**config.mk**
```make
export PLATFORM = sky130hd
export DESIGN_NAME = srcmp_front
export DESIGN_NICKNAME = d
export VERILOG_FILES = /design/src/rtl/srcmp_pkg.sv /design/src/rtl/srcmp_front.sv
export SDC_FILE = /design/constraint.sdc
export NUM_CORES = 1
export LEC_CHECK = 0
export ABC_AREA = 1
export BUFFER_PORTS_ARGS = -buffer_cell sky130_fd_sc_hd__buf_2
export CAP_MARGIN = 20
export CELL_PAD_IN_SITES_DETAIL_PLACEMENT = 1
export CELL_PAD_IN_SITES_GLOBAL_PLACEMENT = 1
export CORE_UTILIZATION = 44
export DETAILED_ROUTE_END_ITERATION = 12
export PLACE_DENSITY = 0.81
export RECOVER_POWER = 100
export SLEW_MARGIN = 20
export SYNTH_ARGS = -nofsm -noshare
export SYNTH_HDL_FRONTEND = slang
export SYNTH_SLANG_ARGS = --single-unit
```
**constraint.sdc**
```tcl
create_clock -name clk -period 2.95 [get_ports clk]
set_input_delay 0.59 -clock clk [delete_from_list [all_inputs] [get_ports clk]]
set_output_delay 0.59 -clock clk [all_outputs]
set_load 0.01 [all_outputs]
```
**src/rtl/srcmp_pkg.sv**
```systemverilog
// shared types, register codes and constant tables for the stereo rms compressor
package srcmp_pkg;

  localparam int SAMPLE_BITS_DEF = 24;
  localparam int LOG_DEPTH_DEF   = 256;

  localparam int CFG_IDX_W  = 3;
  localparam int CFG_DATA_W = 24;

  localparam logic [CFG_IDX_W-1:0] REG_ENABLE    = 3'd0;
  localparam logic [CFG_IDX_W-1:0] REG_THRESHOLD = 3'd1;
  localparam logic [CFG_IDX_W-1:0] REG_SLOPE     = 3'd2;
  localparam logic [CFG_IDX_W-1:0] REG_ATTACK    = 3'd3;
  localparam logic [CFG_IDX_W-1:0] REG_RELEASE   = 3'd4;
  localparam logic [CFG_IDX_W-1:0] REG_MAKEUP    = 3'd5;

  localparam logic               ENABLE_RST    = 1'b1;
  localparam logic signed [14:0] THRESHOLD_RST = -15'sd4608;
  localparam logic [15:0]        SLOPE_RST     = 16'd49152;
  localparam logic [23:0]        ATTACK_RST    = 24'd16739215;
  localparam logic [23:0]        RELEASE_RST   = 24'd16772461;
  localparam logic [14:0]        MAKEUP_RST    = 15'd4096;

  localparam int          LEVEL_FLOOR   = -30720;
  localparam logic [18:0] DB_PER_LOG2   = 19'd197283;
  localparam logic [13:0] LOG2_PER_DB20 = 14'd10885;
  localparam logic [23:0] GAIN_MAX      = 24'hFFFFFF;

  typedef struct packed {
    logic               enable;
    logic signed [14:0] threshold_level;
    logic [15:0]        over_slope;
    logic [23:0]        attack_weight;
    logic [23:0]        release_weight;
    logic [14:0]        makeup_gain;
  } cfg_t;

  typedef struct packed {
    logic       valid;
    logic       bypass;
    logic       last;
    logic [1:0] count;
  } fr_stat_t;

  typedef struct packed {
    logic take;
    logic load;
  } bk_stat_t;

  typedef logic [29:0] exp_rom_t [16];

  function automatic logic [63:0] isqrt64(input logic [63:0] v_in);
    logic [63:0] v;
    logic [63:0] r;
    logic [63:0] b;
    v = v_in;
    r = '0;
    b = 64'h1 << 62;
    for (int i = 0; i < 32; i++) begin
      if (v >= r + b) begin
        v = v - (r + b);
        r = (r >> 1) + b;
      end else begin
        r = r >> 1;
      end
      b = b >> 2;
    end
    return r;
  endfunction

  // 2^(-2^-(k+1)) in q0.30 by repeated square roots of one half
  function automatic exp_rom_t build_exp_rom();
    exp_rom_t    t;
    logic [63:0] x;
    x = isqrt64(64'h1 << 59);
    t[0] = x[29:0];
    for (int k = 1; k < 16; k++) begin
      x = isqrt64(x << 30);
      t[k] = x[29:0];
    end
    return t;
  endfunction

  localparam exp_rom_t EXP_ROM = build_exp_rom();

  // log2(1 + i/depth) in q0.16 by repeated squaring, depth = 2^lb
  function automatic logic [15:0] log_entry(input int lb, input int i);
    logic [63:0] x;
    logic [15:0] res;
    x = 64'((64'h1 << lb) + 64'(i)) << (30 - lb);
    res = '0;
    for (int k = 0; k < 16; k++) begin
      x = (x * x) >> 30;
      res = res << 1;
      if (x >= (64'h1 << 31)) begin
        res = res | 16'h1;
        x = x >> 1;
      end
    end
    return res;
  endfunction

endpackage

```
**src/rtl/srcmp_front.sv**
```systemverilog
// front end: two-entry frame queue that tags each frame as bypass or compress
module srcmp_front import srcmp_pkg::*; #(
  parameter int SAMPLE_BITS = SAMPLE_BITS_DEF
) (
  input  logic                          clk,
  input  logic                          rst_n,
  input  logic                          enable,
  input  logic                          push,
  output logic                          full,
  input  logic signed [SAMPLE_BITS-1:0] left_in,
  input  logic signed [SAMPLE_BITS-1:0] right_in,
  input  logic                          frame_last,
  input  logic                          take,
  output fr_stat_t                      stat,
  output logic signed [SAMPLE_BITS-1:0] left_q,
  output logic signed [SAMPLE_BITS-1:0] right_q
);

  localparam int EW = 2 * SAMPLE_BITS + 2;

  logic [EW-1:0] mem_r [2];
  logic          wr_ptr_r, wr_ptr_nxt;
  logic          rd_ptr_r, rd_ptr_nxt;
  logic [1:0]    count_r, count_nxt;
  logic          wr_en;
  logic [EW-1:0] head;

  assign full  = (count_r == 2'd2);
  assign wr_en = push && !full;
  assign head  = mem_r[rd_ptr_r];

  always_comb begin
    wr_ptr_nxt = wr_ptr_r ^ wr_en;
    rd_ptr_nxt = rd_ptr_r ^ take;
    count_nxt  = count_r + 2'(wr_en) - 2'(take);
  end

  always_ff @(posedge clk) begin
    if (!rst_n) begin
      wr_ptr_r <= 1'b0;
      rd_ptr_r <= 1'b0;
      count_r  <= 2'd0;
    end else begin
      wr_ptr_r <= wr_ptr_nxt;
      rd_ptr_r <= rd_ptr_nxt;
      count_r  <= count_nxt;
    end
  end

  always_ff @(posedge clk) begin
    if (wr_en) begin
      mem_r[wr_ptr_r] <= {!enable, frame_last, left_in, right_in};
    end
  end

  always_comb begin
    stat.valid  = (count_r != 2'd0);
    stat.bypass = head[EW-1];
    stat.last   = head[EW-2];
    stat.count  = count_r;
    left_q      = head[2*SAMPLE_BITS-1:SAMPLE_BITS];
    right_q     = head[SAMPLE_BITS-1:0];
  end

endmodule

```
==> run metrics, run 1 <==
outcome=complete, no violations; worst-path maximum fanout=33; full die area=0.00974 mm²; WL/cell=16.6 µm; Post-Route WL=6.93 mm; fmax=0.417 GHz; Clock Path Buffers=2; initial antenna violation count=2; Slew @ Worst Pin=0.858 ns; Mapped Cells=188; Rows=34; reg2reg end=mem_r[1][16]; NumNets Final=between 300 and 400; startpoint types=flop; vias after detailed routing=2022; crit path DAT=1.81 ns; Fin. Hold Viols=0; Synth top area share=73.0%; relative slew slack=approximately 43%; CTS Buf Count=9; cts hold-fix bufs=0; Skew-Pair Late Insertion Delay=0.35 ns; vias in the first global route=2261; Synth area leaders=edfxtp_1 73%, mux2_4 18%, buf_12 2.4%; global-route wire length before repair=10.8 mm; Routability Congestion=0.646; Post-Syn Nets=246; TNS Setup=0 ns; Pleak=1.74 nW; IO Pins=108; Pre-antenna DRT Iters=4; Die X=about 100 µm; htree depth=3; Die H=98.7 µm; worst r2r src=count_r[0]; fin crit share=81.3%; VDD IR max=a little over 300 µV; final setup violation count=0; Total GRT Usage=between 10 and 15%; Synth Cell Area=0.00411 mm²; port bufs=107; area delta synth->final=14.7%; post-synth top area cell=edfxtp_1; crit end category=primary output; sequential-to-total area share from yosys stat=75.4%; via/cell ratio=4.85; HP Class=input port to flop; gate family responsible for the most delay along the worst path=flip-flops; CP bufs+invs=2; Hold Crit Start=right_in[0]; Clock Tree Root=clkbuf_8; Power Total=roughly 3.2 mW; CTS tree=built; largest net degree at the start of global routing=35; DRC=0; crit path cell chain=buf_12 > mux2_1 > buf_2; Crit path largest cell delay=approximately 0.64 ns; P per Cell Area=just under 700 mW/mm²; hold endpoint=mem_r[0][0]; Detailed Place HPWL=4.85 mm; Clock transition at path regs=0.10 ns; WS Path Type=flop to primary output; minimum clock period=2.40 ns; Hold Crit Depth=1; Slowest-stage cell, CP=dfxtp_2; ANT nets after route=0; YS warnings=0; worst-case reg-to-reg path depth=4; MaxCap Viol Count=0; GRT overflow=0; Initial Utilization=46.3%; proportion of layout cells with a drive suffix above 1=32.8%; Post-CTS Resized=0; Syn Area/Cell=21.9 µm²; register bit total from synthesis=105; Worst R2R Setup Slack=0.92 ns; postcts setup bufs=0; clk_skew=0.00778 ns; TritonCTS sink count=105; core area=0.00889 mm²; CP required=2.36 ns; RSZ-0062 raised after global routing=no; Netlist cell types=14; 1st-iter DRT viols=64; Max Slew Vio Count=0
[where the power goes]
part	leakage (nW)	total (mW)	internal (mW)	switching [mW]
sequential	0.974	1.85	1.80	0.0445
clock	0.0889	0.860	0.394	0.466
combinational	0.679	0.470	0.201	0.269
total	1.74	3.18	2.40	0.779
[placed cells by master (no fill, tap or decap)]
cell type | netlist | layout
edfxtp_1 | 100 | 100
buf_2 | 0 | 78
mux2_1 | 0 | 47
clkbuf_1 | 0 | 30
inv_1 | 9 | 9
clkbuf_8 | 0 | 9
nor2_1 | 5 | 5
nand2_1 | 4 | 4
ha_1 | 4 | 4
dfxtp_1 | 5 | 4
mux2_4 | 50 | 3
clkinvlp_4 | 0 | 3
buf_12 | 5 | 3
diode_2 | 0 | 1
o21ai_0 | 1 | 1
or2_2 | 1 | 1
xnor2_1 | 1 | 1
a21oi_1 | 1 | 1
nand3_1 | 1 | 1
dfxtp_2 | 0 | 1
clkinv_2 | 0 | 1
inv_6 | 0 | 1
bufinv_16 | 0 | 1
[logic make-up after synthesis]
| group | Yosys count | share of synthesized area (%) |
|---|---|---|
| flops | 105 | 75.4 |
| mux | 50 | 18.3 |
| buf+inv | 15 | 3.53 |
| simple gates | 11 | 1.10 |
| fa+ha+maj | 4 | 1.22 |
| compound gates | 2 | 0.243 |
| xor+xnor | 1 | 0.213 |
[layer usage]
metal / vias up / GRT usage (%) / share of wire [%]
li1: 942 / - / -
met2: 79 / 25.9 / 49
met5: - / 0 / 0.14
met1: 990 / 16.9 / 43
met3: 9 / 5.04 / 7.0
met4: 2 / 6.43 / 1.2
[worst max-delay path by stage]
stage | from | to | slack (ns) | depth (start not counted)
after global routing | flop | right_q[8] | 0.43 | 3
after CTS | flop | left_q[11] | 0.59 | 3
after detailed placement | push | mem_r[1][36] | 0.92 | 5
after floorplan | push | mem_r[1][0] | 0.53 | 3
final | flop | left_q[13] | 0.55 | 3
after global placement | push | mem_r[0][14] | 0.99 | 5
[through the flow]
| step | std cells | setup WS, ns | hold WS, ns | instance area (µm²) | util, % |
|---|---|---|---|---|---|
| final | 417 | 0.552 | 0.416 | 4720 | 53.1 |
| after global routing | 416 | 0.427 | 0.394 | 4710 | 53.0 |
| after CTS | 416 | 0.589 | 0.399 | 4930 | 55.5 |
| after detailed placement | 400 | 0.919 | 0.509 | 4740 | 53.3 |
| after global placement | 400 | 0.986 | 0.493 | 4740 | 53.3 |
| after floorplan | 188 | 0.529 | 0.480 | 4110 | - |
[Yosys cell counts]
cell / n
o21ai_0: 1
nand3_1: 1
inv_1: 9
edfxtp_1: 100
xnor2_1: 1
ha_1: 4
mux2_4: 50
a21oi_1: 1
or2_2: 1
buf_6: 1
dfxtp_1: 5
nand2_1: 4
buf_12: 5
nor2_1: 5
[state kept, by name, summed over array words and instances, names as in the netlist, named ones only]
register,count
mem_r,100
count_r,2
rd_ptr_r,1
wr_ptr_r,1
[final cells by class]
cell class	instances	area, µm²
fill	871	4170
sequential	105	3100
multi-input combinational	68	688
timing repair buffer	110	559
tap	108	135
clock buffer	10	128
clock inverter	6	66.3
inverter	9	33.8
antenna	1	2.50
[worst reg2reg max path, stage by stage, from the launching register on]
cell and delay [ns]:
dfxtp_1 0.41, o21ai_0 0.17, inv_1 0.11, ha_1 0.72
buf_12 0.31
Note: power is estimated with default switching activity, not from simulation.
==> run 2: changes to the inputs <==
--- a/config.mk
+++ b/config.mk
@@ -5,14 +5,14 @@
 export SDC_FILE = /design/constraint.sdc
 export NUM_CORES = 1
 export LEC_CHECK = 0
-export ABC_AREA = 1
+export ABC_AREA = 0
 export BUFFER_PORTS_ARGS = -buffer_cell sky130_fd_sc_hd__buf_2
 export CAP_MARGIN = 20
 export CELL_PAD_IN_SITES_DETAIL_PLACEMENT = 1
 export CELL_PAD_IN_SITES_GLOBAL_PLACEMENT = 1
 export CORE_UTILIZATION = 44
 export DETAILED_ROUTE_END_ITERATION = 12
-export PLACE_DENSITY = 0.81
+export PLACE_DENSITY = 0.8
 export RECOVER_POWER = 100
 export SLEW_MARGIN = 20
 export SYNTH_ARGS = -nofsm -noshare
==> constraint.sdc (replaced) <==
create_clock -name clk -period 2.4 [get_ports clk]
set_input_delay 0.48 -clock clk [delete_from_list [all_inputs] [get_ports clk]]
set_output_delay 0.48 -clock clk [all_outputs]
set_load 0.01 [all_outputs]
==> run 2 against run 1 <==
Via count down 1.9%. Total power up 35%. Final area grew 0.61%. Sequential power grew 31%. Critical path type unchanged.
==> run metrics, run 2 <==
proportion of layout cells with a drive suffix above 1=31.7%; pre-CTS setup slack=0.666 ns; Pleak=1.74 nW; Reg area=just over 0.003 mm²; worst r2r src=count_r[0]; Final Non-Filler Cells=411; Total GRT Usage=14.7%; startpoint types=flop; Die H=98.7 µm; Fin. Hold Viols=0; worst-case reg-to-reg path depth=4; Skew-Pair Late Insertion Delay=0.34 ns; crit end category=primary output; Clock Path Buffers=2; Post-CTS Resized=0; Synth top cells by count=100 x edfxtp_1, 50 x mux2_4, 5 x buf_12, 5 x dfxtp_1; post-synthesis async set-or-reset flop share=0%; clk_skew=roughly 0.0092 ns; area delta synth->final=15.3%; Post-Syn Nets=238; CTS tree=built; initial antenna violation count=0; GRT overflow=0; n_diodes=0; fmax=0.481 GHz; postcts setup bufs=0; Die X=slightly below 100 µm; Synth area leaders=edfxtp_1 73%, mux2_4 18%, buf_12 2.4%; TNS Setup=0 ns; YS warnings=0; cts hold-fix bufs=0; gate family responsible for the most delay along the worst path=flip-flops; TritonCTS sink count=about 110; post-layout util=53.4%; port bufs=around 110; core area=0.00889 mm²; relative slew slack=46.8%; Clock transition at path regs=0.10 ns; CP required=1.92 ns; P per Cell Area=903 mW/mm²; Max Slew Vio Count=0; CTS Buf Count=9; global-route wire length before repair=10.5 mm; Synth Cell Area=a little over 0.004 mm²; 1st-iter DRT viols=19; Post-Route WL=approximately 6.9 mm; sequential-to-total area share from yosys stat=75.4%; Main synth FF type=edfxtp_1; outcome=complete, no violations; RSZ-0062 raised after global routing=no; Netlist cell types=14; register bit total from synthesis=105; dpl cells=395; Pre-antenna DRT Iters=4; NumNets Final=~360; largest net degree at the start of global routing=31; Initial Utilization=46.3%; Routability Congestion=approximately 0.63; registers with the most flip-flops=mem_r (100), count_r (2); post-synth top area cell=edfxtp_1; Mapped Cells=180; Clock Tree Root=clkbuf_8; fin crit share=86.6%; setup ws final=0.321 ns; most common cell in the netlist=edfxtp_1; footprint of the multi-input gates=762 µm²; ANT nets after route=0; via/cell ratio=4.83; Worst R2R Setup Slack=roughly 0.45 ns; minimum clock period=2.08 ns; Rows=34; final setup violation count=0; hold endpoint=mem_r[1][19]; CP bufs+invs=2; Most flops, register=mem_r; highest-count cells in the layout ignoring fill and taps=100 x edfxtp_1, 57 x buf_2, 51 x clkbuf_1, 33 x mux2_1, 17 x mux2_4; Power Total=~4.3 mW; max reg flops=100; crit path cell chain=buf_12 > mux2_1 > buf_2; full die area=0.00974 mm²; WS Path Type=flop to primary output; VDD IR max=488 µV; most common cell after layout, fill and taps aside=edfxtp_1; IO Pins=~110; Crit path largest cell delay=0.51 ns; Detailed Place HPWL=4.98 mm; vias after detailed routing=1984; worst-path maximum fanout=20; Hold Crit Start=right_in[19]; Syn Area/Cell=between 20 and 25 µm²; vias in the first global route=2059; DRC=0; Hold Crit Depth=1; post-route cell area=0.00475 mm²; crit path DAT=~1.6 ns; WL/cell=16.9 µm; Synth top area share=73.0%; reg2reg end=mem_r[1][26]; MaxCap Viol Count=0; Post-DP Area=0.00475 mm²; fillers=approximately 850; htree depth=3; Slew @ Worst Pin=0.798 ns; number of synthesized flops with an enable pin=100; HP Class=input port to flop; Slowest-stage cell, CP=dfxtp_4; Hold WS=0.318 ns
run 2: cell count changes after synthesis, moves of 2 or more:
cell / previous run / this run
inv_1: 9 / 4
nand2_1: 4 / 1
nor2_1: 5 / 0
and2_1: 0 / 4
nor2b_1: 0 / 2
run 2: where the power goes:
part,switching (mW),internal [mW]
combinational,0.459,0.353
sequential,0.0859,2.34
clock,0.557,0.485
run 2: worst max path at each step:
stage,start,to,slack (ns),cells after the start
floorplan,count_r[0],mem_r[1][0],0.06,3
global route,flop,left_q[3],0.25,3
CTS,flop,left_q[3],0.27,3
finish,flop,left_q[3],0.32,3
detailed placement,flop,left_q[3],0.67,3
global placement,flop,left_q[5],0.67,3
run 2: cell families after synthesis:
| group | synth area share (%) |
|---|---|
| muxes | 18.2 |
| adders and majority gates | 1.22 |
| xor gates and xnor gates | 0.760 |
| buffers and inverters | 3.07 |
| and+or+nand+nor | 1.31 |
| DFF | 75.4 |
run 2: final cells by class:
| type | count | share of cell area, % |
|---|---|---|
| multi-input cells | 65 | 16.1 |
| well taps | 108 | 2.85 |
| flip-flops and latches | 105 | 65.5 |
| inverters | 4 | 0.316 |
| clock buffers | 10 | 2.69 |
| repair buffers | 113 | 11.2 |
| clock inverters | 6 | 1.40 |
run 2: metal layers:
metal  share of wire, %  vias to the layer above  wire (µm)  GRT usage [%]
met2                 50                       79       3470           24.7
li1                   -                      927          -              -
met1                 43                      968       2990           18.4
met4                1.4                        0         97           5.28
met3                5.5                       10        379           3.97
met5                  0                        -          0              0
==> run 3: changes to the inputs <==
--- a/config.mk
+++ b/config.mk
@@ -10,9 +10,9 @@
 export CAP_MARGIN = 20
 export CELL_PAD_IN_SITES_DETAIL_PLACEMENT = 1
 export CELL_PAD_IN_SITES_GLOBAL_PLACEMENT = 1
-export CORE_UTILIZATION = 44
+export CORE_UTILIZATION = 40
 export DETAILED_ROUTE_END_ITERATION = 12
-export PLACE_DENSITY = 0.8
+export PLACE_DENSITY = 0.77
 export RECOVER_POWER = 100
 export SLEW_MARGIN = 20
 export SYNTH_ARGS = -nofsm -noshare
==> constraint.sdc (replaced) <==
create_clock -name clk -period 1.77 [get_ports clk]
set_input_delay 0.354 -clock clk [delete_from_list [all_inputs] [get_ports clk]]
set_output_delay 0.354 -clock clk [all_outputs]
set_load 0.01 [all_outputs]
==> run 3 against run 2 <==
The flow now finishes with violations (setup timing). Critical path type unchanged. Critical endpoint is now right_q[22]. Setup slack got worse by 0.34 ns. Sequential cell count did not move. Sequential power rose by 35%. Sequential share of layout area fell by 6.2 points. Combinational power rose by 97%. Clock power rose by 38%. Cell count rose by 6.1%. Global-route usage rose by 0.18 points.
==> run metrics, run 3 (synthesized netlist as in run 2, its figures left out) <==
outcome=finished, violations left; violated checks=setup timing; Die H=approximately 100 µm; Rows=36; DRC=0; crit path cell chain=buf_12 > mux2_4 > buf_6; vias in the first global route=2148; clk_skew=0.00546 ns; Detailed Place HPWL=between 5 and 6 mm; 1st-iter DRT viols=between 40 and 50; crit path DAT=roughly 1.4 ns; worst-path maximum fanout=25; Post-Route WL=7.56 mm; Fin. Hold Viols=0; Initial Utilization=between 40% and 50%; Most flops, register=mem_r; Post-DP Area=0.00482 mm²; relative slew slack=between 70 and 80%; Clock transition at path regs=0.09 ns; Die X=about 100 µm; final setup violation count=32; fin crit share=101%; area delta synth->final=27.4%; CTS tree=built; Hold WS=between 0.15 and 0.2 ns; largest net degree at the start of global routing=32; CP bufs+invs=2; Clock Path Buffers=2; crit end category=primary output; WL/cell=17.3 µm; htree depth=3; Pleak=1.99 nW; Crit path largest cell delay=0.38 ns; initial antenna violation count=0; dpl cells=420; Post-CTS Resized=50; Worst R2R Setup Slack=0.14 ns; TNS Setup=-0.211 ns; postcts setup bufs=0; highest-count cells in the layout ignoring fill and taps=100 x edfxtp_1, 51 x buf_6, 50 x mux2_4, 39 x clkbuf_1, 18 x buf_2; Total GRT Usage=14.9%; CTS Buf Count=9; proportion of layout cells with a drive suffix above 1=between 40% and 50%; Clock Tree Root=clkbuf_8; setup ws final=-0.0180 ns; n_diodes=0; Skew-Pair Late Insertion Delay=0.35 ns; most common cell after layout, fill and taps aside=edfxtp_1; IO Pins=108; Slowest-stage cell, CP=dfxtp_4; max reg flops=100; Final Non-Filler Cells=436; core area=0.00986 mm²; TritonCTS sink count=105; gate family responsible for the most delay along the worst path=flip-flops; HP Class=input port to flop; NumNets Final=~360; startpoint types=flop; port bufs=107; fmax=roughly 0.56 GHz; via/cell ratio=4.63; ANT nets after route=0; P per Cell Area=1210 mW/mm²; Pre-antenna DRT Iters=4; full die area=0.0107 mm²; WS Path Type=flop to primary output; minimum clock period=between 1.5 and 2 ns; post-layout util=53.1%; cts hold-fix bufs=0; GRT overflow=0; global-route wire length before repair=11.1 mm; MaxCap Viol Count=0; Max Slew Vio Count=0; vias after detailed routing=2019; Routability Congestion=0.654; CP required=1.42 ns; post-route cell area=between 0.005 and 0.006 mm²; Slew @ Worst Pin=0.382 ns; VDD IR max=roughly 510 µV; RSZ-0062 raised after global routing=yes; registers with the most flip-flops=mem_r (100), count_r (2)
## run 3: cell count changes in the layout (fill, tap and decap cells not counted), moves of 2 or more
cell      before  now
mux2_1        33    0
mux2_4        17   50
buf_6          0   51
clkbuf_1      51   39
clkbuf_2       4    0
buf_2         57   18
buf_4          0    2
## run 3: worst reg2reg max path, delay by kind of cell (launching register included)
family | cells | cell delay (ns)
buffers and inverters | 1 | 0.36
DFF | 1 | 0.39
and+or+nand+nor | 2 | 0.35
adders and majority gates | 1 | 0.19
## run 3: final cells by class
cell class | instances | area [µm²]
fill | 924 | 4620
sequential | 105 | 3110
multi-input combinational | 65 | 886
timing repair buffer | 113 | 873
tap | 133 | 166
clock buffer | 9 | 124
clock inverter | 7 | 70.1
inverter | 4 | 15.0
## run 3: metrics by stage
stage	worst slack (ns)	total power [mW]
floorplan	-0.0548	4.19
global placement	0.314	4.66
detailed placement	0.215	4.74
CTS	-0.0510	6.49
global route	-0.0744	6.63
finish	-0.0180	6.32
## run 3: worst paths after layout
path / end / startpoint / cells after the start
max reg2reg: mem_r[1][26] / count_r[0] / 4
min reg2reg: wr_ptr_r / wr_ptr_r / 3
min: mem_r[0][46] / left_in[22] / 1
max: right_q[22] / flop / 3
## run 3: per-layer routing
metal / track usage (%) / up-vias / part of all wire (%)
met3: 3.16 / 11 / 4.7
li1: - / 928 / -
met1: 17.0 / 1006 / 40
met5: 0 / - / 0
met4: 7.48 / 0 / 1.7
met2: 26.4 / 74 / 53
## run 3: power breakdown
| part | switching [mW] | total (mW) | internal, mW |
|---|---|---|---|
| clock network | 0.782 | 1.43 | 0.652 |
| logic | 0.717 | 1.60 | 0.885 |
| registers | 0.112 | 3.28 | 3.17 |
| total | 1.61 | 6.32 | 4.71 |
